File: src/hdl/rlbc_pkg.sv
// Shared types, mode codes and arithmetic helpers for the RGBA layer blend compositor.
package rlbc_pkg;

    localparam logic [3:0] ModeAdd      = 4'd0;
    localparam logic [3:0] ModeSub      = 4'd1;
    localparam logic [3:0] ModeDiff     = 4'd2;
    localparam logic [3:0] ModeDarken   = 4'd3;
    localparam logic [3:0] ModeLighten  = 4'd4;
    localparam logic [3:0] ModeMult     = 4'd5;
    localparam logic [3:0] ModeBlend    = 4'd6;
    localparam logic [3:0] ModeScreen   = 4'd7;
    localparam logic [3:0] ModeGmerge   = 4'd8;
    localparam logic [3:0] ModeGextract = 4'd9;
    localparam logic [3:0] ModeDivide   = 4'd10;
    localparam logic [3:0] ModeDodge    = 4'd11;

    localparam logic [7:0] CfgMode  = 8'd0;
    localparam logic [7:0] CfgBlend = 8'd1;

    localparam int NumChan          = 3;
    localparam int DivBits          = 8;
    localparam int DivStepsPerStage = 2;
    localparam int NumDivStages     = DivBits / DivStepsPerStage - 1;

    localparam logic [15:0] RoundBias = 16'h0080;
    localparam logic [15:0] BlendBias = 16'h0001;
    localparam logic [8:0]  GrainBias = 9'd128;
    localparam logic [8:0]  GrainHigh = 9'd383;
    localparam logic [8:0]  DivBase   = 9'd256;
    localparam logic [7:0]  PixMax    = 8'hff;

    typedef struct packed {
        logic [3:0] mode;
        logic [7:0] blend_amount;
    } cfg_t;

    typedef struct packed {
        logic [7:0]  simple;
        logic [15:0] prod;
        logic [8:0]  divisor;
        logic        sat;
        logic [7:0]  rem;
        logic [7:0]  quot;
    } chan_t;

    typedef struct packed {
        chan_t [NumChan-1:0] ch;
        logic [7:0]          alpha_min;
        logic [15:0]         alpha_prod;
        logic [3:0]          mode;
        logic                last;
    } pix_t;

    typedef struct packed {
        logic [7:0] red;
        logic [7:0] green;
        logic [7:0] blue;
        logic [7:0] alpha;
        logic       last;
    } out_t;

    // One restoring step of the quotient; the remainder always stays below the divisor.
    function automatic chan_t div_step(chan_t c);
        logic [8:0] r2;
        chan_t      n;
        n  = c;
        r2 = {c.rem, 1'b0};
        if (r2 >= c.divisor)
        begin
            n.rem  = 8'(r2 - c.divisor);
            n.quot = {c.quot[6:0], 1'b1};
        end
        else
        begin
            n.rem  = r2[7:0];
            n.quot = {c.quot[6:0], 1'b0};
        end
        return n;
    endfunction

    function automatic logic [7:0] round8(logic [15:0] t);
        logic [16:0] u;
        u = {1'b0, t} + {9'd0, t[15:8]};
        return u[15:8];
    endfunction

endpackage

File: src/hdl/rlbc_prep.sv
// First pipeline stage: simple channel operations, products and divider set-up.
module rlbc_prep
    import rlbc_pkg::*;
(
    input  logic            clk,
    input  logic            rst_n,
    input  cfg_t            cfg,
    input  logic            in_valid,
    output logic            in_ready,
    input  logic [3:0][7:0] a_px,
    input  logic [3:0][7:0] b_px,
    input  logic            in_last,
    output logic            out_valid,
    input  logic            out_ready,
    output pix_t            out_pix
);

    function automatic chan_t chan_prep(logic [7:0] x, logic [7:0] y, cfg_t c);
        logic [8:0] sum;
        logic [8:0] xb;
        logic [8:0] g;
        logic [7:0] mx;
        logic [7:0] my;
        logic [7:0] winv;
        chan_t      r;
        sum  = {1'b0, x} + {1'b0, y};
        xb   = {1'b0, x} + GrainBias;
        g    = xb - {1'b0, y};
        winv = ~c.blend_amount;
        case (c.mode)
            ModeAdd:      r.simple = sum[8] ? PixMax : sum[7:0];
            ModeSub:      r.simple = (x > y) ? x - y : 8'd0;
            ModeDiff:     r.simple = (x > y) ? x - y : y - x;
            ModeDarken:   r.simple = (x < y) ? x : y;
            ModeLighten:  r.simple = (x > y) ? x : y;
            ModeGmerge:
            begin
                if (sum < GrainBias)
                    r.simple = 8'd0;
                else if (sum > GrainHigh)
                    r.simple = PixMax;
                else
                    r.simple = 8'(sum - GrainBias);
            end
            ModeGextract:
            begin
                if (xb < {1'b0, y})
                    r.simple = 8'd0;
                else
                    r.simple = g[8] ? PixMax : g[7:0];
            end
            default:      r.simple = 8'd0;
        endcase
        mx = (c.mode == ModeScreen) ? ~x : x;
        my = (c.mode == ModeScreen) ? ~y : y;
        if (c.mode == ModeBlend)
            r.prod = 16'(x) * 16'(winv) + 16'(y) * 16'(c.blend_amount) + BlendBias;
        else
            r.prod = 16'(mx) * 16'(my) + RoundBias;
        if (c.mode == ModeDodge)
            r.divisor = DivBase - {1'b0, y};
        else
            r.divisor = {1'b0, y} + 9'd1;
        r.sat  = ({1'b0, x} >= r.divisor);
        r.rem  = r.sat ? 8'd0 : x;
        r.quot = 8'd0;
        return r;
    endfunction

    logic valid_reg;
    pix_t data_reg;
    pix_t data_next;
    logic [7:0] winv;

    assign winv = ~cfg.blend_amount;

    always_comb
    begin
        for (int i = 0; i < NumChan; i++)
        begin
            data_next.ch[i] = chan_prep(a_px[i], b_px[i], cfg);
        end
        data_next.alpha_min  = (a_px[3] < b_px[3]) ? a_px[3] : b_px[3];
        data_next.alpha_prod = 16'(a_px[3]) * 16'(winv)
                             + 16'(b_px[3]) * 16'(cfg.blend_amount) + BlendBias;
        data_next.mode       = cfg.mode;
        data_next.last       = in_last;
    end

    assign in_ready  = !valid_reg || out_ready;
    assign out_valid = valid_reg;
    assign out_pix   = data_reg;

    always_ff @(posedge clk or negedge rst_n)
    begin
        if (!rst_n)
        begin
            valid_reg <= 1'b0;
        end
        else if (in_ready)
        begin
            valid_reg <= in_valid;
        end
    end

    always_ff @(posedge clk)
    begin
        if (in_ready && in_valid)
        begin
            data_reg <= data_next;
        end
    end

endmodule

File: src/hdl/rlbc_div_stage.sv
// Middle pipeline stage: advances the three channel quotients by a fixed number of steps.
module rlbc_div_stage
    import rlbc_pkg::*;
(
    input  logic clk,
    input  logic rst_n,
    input  logic in_valid,
    output logic in_ready,
    input  pix_t in_pix,
    output logic out_valid,
    input  logic out_ready,
    output pix_t out_pix
);

    logic valid_reg;
    pix_t data_reg;
    pix_t data_next;

    always_comb
    begin
        data_next = in_pix;
        for (int i = 0; i < NumChan; i++)
        begin
            for (int k = 0; k < DivStepsPerStage; k++)
            begin
                data_next.ch[i] = div_step(data_next.ch[i]);
            end
        end
    end

    assign in_ready  = !valid_reg || out_ready;
    assign out_valid = valid_reg;
    assign out_pix   = data_reg;

    always_ff @(posedge clk or negedge rst_n)
    begin
        if (!rst_n)
        begin
            valid_reg <= 1'b0;
        end
        else if (in_ready)
        begin
            valid_reg <= in_valid;
        end
    end

    always_ff @(posedge clk)
    begin
        if (in_ready && in_valid)
        begin
            data_reg <= data_next;
        end
    end

endmodule

File: src/hdl/rlbc_finish.sv
// Last pipeline stage: final quotient steps, rounding, mode selection and output register.
module rlbc_finish
    import rlbc_pkg::*;
(
    input  logic clk,
    input  logic rst_n,
    input  logic in_valid,
    output logic in_ready,
    input  pix_t in_pix,
    output logic out_valid,
    input  logic out_ready,
    output out_t out_px
);

    function automatic logic [7:0] chan_sel(chan_t c, logic [3:0] mode);
        logic [7:0] r;
        case (mode)
            ModeAdd, ModeSub, ModeDiff, ModeDarken, ModeLighten, ModeGmerge, ModeGextract:
                r = c.simple;
            ModeMult, ModeBlend:
                r = round8(c.prod);
            ModeScreen:
                r = ~round8(c.prod);
            ModeDivide, ModeDodge:
                r = c.sat ? PixMax : c.quot;
            default:
                r = 8'd0;
        endcase
        return r;
    endfunction

    logic valid_reg;
    out_t data_reg;
    out_t data_next;
    pix_t pix;

    always_comb
    begin
        pix = in_pix;
        for (int i = 0; i < NumChan; i++)
        begin
            for (int k = 0; k < DivStepsPerStage; k++)
            begin
                pix.ch[i] = div_step(pix.ch[i]);
            end
        end
        data_next.red   = chan_sel(pix.ch[0], pix.mode);
        data_next.green = chan_sel(pix.ch[1], pix.mode);
        data_next.blue  = chan_sel(pix.ch[2], pix.mode);
        if (pix.mode == ModeBlend)
            data_next.alpha = round8(pix.alpha_prod);
        else if (pix.mode > ModeDodge)
            data_next.alpha = 8'd0;
        else
            data_next.alpha = pix.alpha_min;
        data_next.last = pix.last;
    end

    assign in_ready  = !valid_reg || out_ready;
    assign out_valid = valid_reg;
    assign out_px    = data_reg;

    always_ff @(posedge clk or negedge rst_n)
    begin
        if (!rst_n)
        begin
            valid_reg <= 1'b0;
        end
        else if (in_ready)
        begin
            valid_reg <= in_valid;
        end
    end

    always_ff @(posedge clk)
    begin
        if (in_ready && in_valid)
        begin
            data_reg <= data_next;
        end
    end

endmodule

File: src/hdl/rgba_layer_blend_compositor.sv
// Top level of the RGBA layer blend compositor: configuration registers and the stage chain.
//
//  Channel  | Direction | Handshake            | Contents
//  ---------+-----------+----------------------+-------------------------------------------
//  s_*      | in        | s_tvalid / s_tready  | pixel pair from layers a and b, tlast
//  m_*      | out       | m_tvalid / m_tready  | composited pixel, tlast
//  cfg_*    | in        | cfg_valid / cfg_ready| register index and write data
//
// One word enters per cycle unless a stalled output backs up; the eight quotient steps of
// divide and dodge run two per stage over four stages after the preparation stage.
// Reset clears the stage valid bits and sets mode and blend_amount to zero.
// A stalled output holds its word while earlier stages keep filling any empty slots.
// Configuration writes are always accepted.
module rgba_layer_blend_compositor
    import rlbc_pkg::*;
(
    input  logic        clk,
    input  logic        rst_n,
    input  logic        s_tvalid,
    output logic        s_tready,
    input  logic [63:0] s_tdata,   // a_red, a_green, a_blue, a_alpha, b_red, b_green, b_blue, b_alpha
    input  logic        s_tlast,
    output logic        m_tvalid,
    input  logic        m_tready,
    output logic [31:0] m_tdata,   // d_red, d_green, d_blue, d_alpha
    output logic        m_tlast,
    input  logic        cfg_valid,
    output logic        cfg_ready,
    input  logic [7:0]  cfg_index,
    input  logic [7:0]  cfg_data
);

    cfg_t cfg_reg;
    cfg_t cfg_next;

    logic [3:0][7:0] a_px;
    logic [3:0][7:0] b_px;

    pix_t                stg_pix   [NumDivStages+1];
    logic [NumDivStages:0] stg_valid;
    logic [NumDivStages:0] stg_ready;

    out_t out_px;

    assign cfg_ready = 1'b1;

    always_comb
    begin
        cfg_next = cfg_reg;
        if (cfg_valid)
        begin
            case (cfg_index)
                CfgMode:  cfg_next.mode         = cfg_data[3:0];
                CfgBlend: cfg_next.blend_amount = cfg_data;
                default:  cfg_next = cfg_reg;
            endcase
        end
    end

    always_ff @(posedge clk or negedge rst_n)
    begin
        if (!rst_n)
        begin
            cfg_reg <= '0;
        end
        else
        begin
            cfg_reg <= cfg_next;
        end
    end

    always_comb
    begin
        for (int i = 0; i < 4; i++)
        begin
            a_px[i] = s_tdata[8*i +: 8];
            b_px[i] = s_tdata[32 + 8*i +: 8];
        end
    end

    rlbc_prep u_prep (
        .clk       (clk),
        .rst_n     (rst_n),
        .cfg       (cfg_reg),
        .in_valid  (s_tvalid),
        .in_ready  (s_tready),
        .a_px      (a_px),
        .b_px      (b_px),
        .in_last   (s_tlast),
        .out_valid (stg_valid[0]),
        .out_ready (stg_ready[0]),
        .out_pix   (stg_pix[0])
    );

    for (genvar k = 0; k < NumDivStages; k++)
    begin : g_div
        rlbc_div_stage u_div (
            .clk       (clk),
            .rst_n     (rst_n),
            .in_valid  (stg_valid[k]),
            .in_ready  (stg_ready[k]),
            .in_pix    (stg_pix[k]),
            .out_valid (stg_valid[k+1]),
            .out_ready (stg_ready[k+1]),
            .out_pix   (stg_pix[k+1])
        );
    end

    rlbc_finish u_finish (
        .clk       (clk),
        .rst_n     (rst_n),
        .in_valid  (stg_valid[NumDivStages]),
        .in_ready  (stg_ready[NumDivStages]),
        .in_pix    (stg_pix[NumDivStages]),
        .out_valid (m_tvalid),
        .out_ready (m_tready),
        .out_px    (out_px)
    );

    assign m_tdata = {out_px.alpha, out_px.blue, out_px.green, out_px.red};
    assign m_tlast = out_px.last;

endmodule

File: config.mk
export PLATFORM = sky130hd
export DESIGN_NAME = rgba_layer_blend_compositor
export DESIGN_NICKNAME = d
export VERILOG_FILES = /design/src/hdl/rlbc_pkg.sv /design/src/hdl/rlbc_prep.sv /design/src/hdl/rlbc_div_stage.sv /design/src/hdl/rlbc_finish.sv /design/src/hdl/rgba_layer_blend_compositor.sv
export SDC_FILE = /design/constraint.sdc
export NUM_CORES = 2
export LEC_CHECK = 0
export BUFFER_PORTS_ARGS = -buffer_cell sky130_fd_sc_hd__buf_4
export CAP_MARGIN = 0
export CORE_MARGIN = 5
export CORE_UTILIZATION = 55
export DETAILED_ROUTE_END_ITERATION = 12
export GPL_TIMING_DRIVEN = 0
export PLACE_DENSITY_LB_ADDON = 0.08
export REMOVE_ABC_BUFFERS = 1
export SLEW_MARGIN = 40
export SYNTH_ARGS = -nofsm -noshare
export SYNTH_HDL_FRONTEND = slang
export SYNTH_SLANG_ARGS = --single-unit
File: constraint.sdc
create_clock -name clk -period 12.2 [get_ports clk]
set_input_delay 2.44 -clock clk [delete_from_list [all_inputs] [get_ports clk]]
set_output_delay 2.44 -clock clk [all_outputs]
set_load 0.02 [all_outputs]
==> flow_metrics.env <==
export IMPL_fmax_mhz=115
export IMPL_seq_area_frac_synth=0.325
export IMPL_fp_dieW_um=354
export IMPL_synthTopCellsByArea="edfxtp_1, fa_1, ha_1"
export IMPL_grt_setup_unrepaired="false"
export IMPL_outcome="completed"
export IMPL_cts_resized=0
export IMPL_wl_per_cell_um=19.5
export IMPL_async_reset_ff_frac=0.0241
export IMPL_p_clk_frac=0.171
export IMPL_final_nets=7815
export IMPL_hpwl_um=120000
export IMPL_grt_pass1_vias=46093
export IMPL_htree_num_levels=3
export IMPL_insertedDiodeCount=0
export IMPL_syn_to_final_growth_pct=8.43
export IMPL_yosys_area_top_type_share=0.319
export IMPL_slew_headroom=0.405
export IMPL_p_sw_w=0.00552
export IMPL_cts_clk_slew_worst_paths_ns=0.06
export IMPL_drcViolationCount=0
export IMPL_syn_inst=6499
export IMPL_synthAdderAreaFrac=0.296
export IMPL_grt_pass1_wl_um=253000
export IMPL_vias=46175
export IMPL_powerDensity_nw_per_um2=194
export IMPL_gp_congestion=0.908
export IMPL_cts_tree="built"
export IMPL_post_route_period_util=0.711
export IMPL_p_seq_frac=0.280
export IMPL_initial_utilization=0.552
export IMPL_fin_skew_ns=0.0310
export IMPL_routed_wl_um=158000
export IMPL_cts_made_buffers=78
export IMPL_synth_compound_area_frac=0.113
export IMPL_clock_sinks=706
export IMPL_io_pin_count=122
export IMPL_synth_top_family_by_area="adder cells"
export IMPL_syn_area_um2=64900
export IMPL_holdBufCountCts=0
export IMPL_cp_required_ns=12.56
export IMPL_antenna_found_initial=3
export IMPL_setup_violations=0
export IMPL_criticalPathCategory="primary input to flop"
export IMPL_fp_dieArea_um2=125000
export IMPL_setup_worst_path_end_class="flop"
export IMPL_grt_max_degree=42
export IMPL_cts_root_buffer_cell="clkbuf_16"
export IMPL_drt_iter0_markers=3494
export IMPL_cp_arrival_ns=9.03
export IMPL_crit_fanout=11
export IMPL_final_hold_viol_count=0
export IMPL_worstSetupStartpointType="primary input"
export IMPL_insertion_delay_ns=0.64
export IMPL_die_y_um=354
export IMPL_p_comb_frac=0.550
export IMPL_io_buffers=120
export IMPL_min_period_ns=8.67
export IMPL_ant_nets=0
export IMPL_via_per_inst=5.70
export IMPL_synth_most_common_cell="inv_1"
export IMPL_firstDrtPassIters=7
export IMPL_synth_flop_cell="edfxtp_1"
export IMPL_yosys_register_bits=706
export IMPL_drive_above_1_share=0.0754
export IMPL_muxShareOfSynthArea=0.0234
export IMPL_yosysWarnings=0
export IMPL_fill_cells=9988
export IMPL_yosysUniqueCellTypes=95
export IMPL_rows=126
export IMPL_synth_area_leader_cell="edfxtp_1"
export IMPL_synth_edf_count=689
export IMPL_power_leakage_nw=31.4
export IMPL_rrSetupSlack_ns=4.84
export IMPL_post_cts_buffers=0
export IMPL_cts_max_path_buffers=3
export IMPL_core_area_um2=118000
export IMPL_synthTopCellsByCount="inv_1, ha_1, edfxtp_1, fa_1, nor2_1"
export IMPL_largest_register_ffs=501
export IMPL_sw_frac_of_total=0.403
export IMPL_worstMarginPinSlew_ns=0.870
export IMPL_syn_area_per_cell_um2=9.99
export IMPL_gr_total_overflow=0
export IMPL_grt_usage=0.254
export IMPL_fin_util=0.599
export IMPL_internal_power_w=0.00816
export IMPL_slew_viol_final=0
export IMPL_hp_class="flop to flop"
export IMPL_synthSimpleGateAreaFrac=0.132
export IMPL_maxCapViolations=0
export IMPL_vdd_ir_drop_worst_mv=0.134
export IMPL_tns_ns=0
export IMPL_synth_xor_xnor_area_share=0.0397
-- per-stage QoR --
| stage | hold slack (ns) | instance area, µm² | worst slack (ns) | power, W | cells |
|---|---|---|---|---|---|
| 2_1_floorplan | 0.400 | 64000 | 4.44 | 0.00946 | 6255 |
| 3_3_place_gp | 0.400 | 66800 | 2.84 | 0.0112 | 7911 |
| 3_5_place_dp | 0.405 | 67800 | 2.95 | 0.0113 | 7959 |
| 4_1_cts | 0.412 | 70400 | 3.63 | 0.0137 | 8099 |
| 5_1_grt | 0.415 | 70400 | 3.28 | 0.0149 | 8099 |
| 6_report | 0.414 | 70400 | 3.53 | 0.0137 | 8099 |
-- cells in the final DEF (no fill, tap or decap), types with 87 or more instances in the layout --
master	instances
ha_1	706
a21oi_1	390
xnor2_1	207
mux2_2	102
nand2b_1	172
nand2_1	402
nand3_1	102
and2_1	200
nor2b_1	91
fa_1	520
edfxtp_1	689
inv_1	947
o21ai_0	296
nor2_1	460
xor2_1	87
buf_4	127
-- final cells by class --
| class | instances | area [µm²] | area share |
|---|---|---|---|
| flip-flops and latches | 706 | 21200 | 0.301 |
| clock inverters | 48 | 515 | 0.00732 |
| multi-input cells | 4576 | 39400 | 0.560 |
| clock buffers | 92 | 2050 | 0.0291 |
| inverters | 973 | 3650 | 0.0519 |
| repair buffers | 168 | 1670 | 0.0237 |
| well taps | 1536 | 1920 | 0.0273 |
-- layer usage --
| layer | track usage | wire length, µm |
|---|---|---|
| met5 | 0 | 0 |
| met4 | 0.0573 | 3260 |
| met3 | 0.0339 | 9720 |
| met2 | 0.400 | 70900 |
| met1 | 0.377 | 74300 |
-- power groups by stage --
stage          logic (W)  clock network (W)  registers [W]
5_1_grt          0.00849            0.00250        0.00388
6_report         0.00752            0.00233        0.00382
4_1_cts          0.00753            0.00239        0.00383
3_5_place_dp     0.00746                  0        0.00388
3_3_place_gp     0.00720                  0        0.00395
2_1_floorplan    0.00563                  0        0.00383
-- worst max-delay path, cell delays in order --
cell and delay [ns]:
buf_4 0.26, clkinv_1 0.71, nor2_1 0.38, fa_1 0.43
inv_1 0.09, fa_1 0.38, inv_1 0.08, fa_1 0.43
fa_1 0.47, fa_1 0.55, inv_1 0.05, fa_1 0.52
inv_1 0.04, ha_1 0.21, or3_1 0.39, o21ai_0 0.54
o211ai_1 0.17, a41oi_1 0.28, xnor2_1 0.08, o21ai_0 0.50
-- final timing paths --
check	start	endpoint	cells after the start
max reg2reg	cfg_reg[10]$_DFFE_PN0P_	u_prep.out_pix[70]$_DFFE_PP_	19
max	s_tdata[9]	u_prep.out_pix[120]$_DFFE_PP_	20
min in group asynchronous	rst_n	cfg_reg[9]$_DFFE_PN0P_	1
min	u_prep.out_pix[167]$_DFFE_PP_	g_div[0].u_div.out_pix[167]$_DFFE_PP_	0
min reg2reg	u_prep.out_pix[167]$_DFFE_PP_	g_div[0].u_div.out_pix[167]$_DFFE_PP_	0
max in group asynchronous	rst_n	cfg_reg[5]$_DFFE_PN0P_	1
-- kinds of logic (layout without fill, tap and decap cells) --
logic type	count (synthesis)	after routing
DFF	706	706
buffers and inverters	1217	1281
AOI/OAI and AO/OA	1184	1184
muxes	139	139
adders and majority gates	1226	1226
other	1	1
xor gates and xnor gates	294	294
and+or+nand+nor	1732	1732
Power figures use the tool's default switching activity.
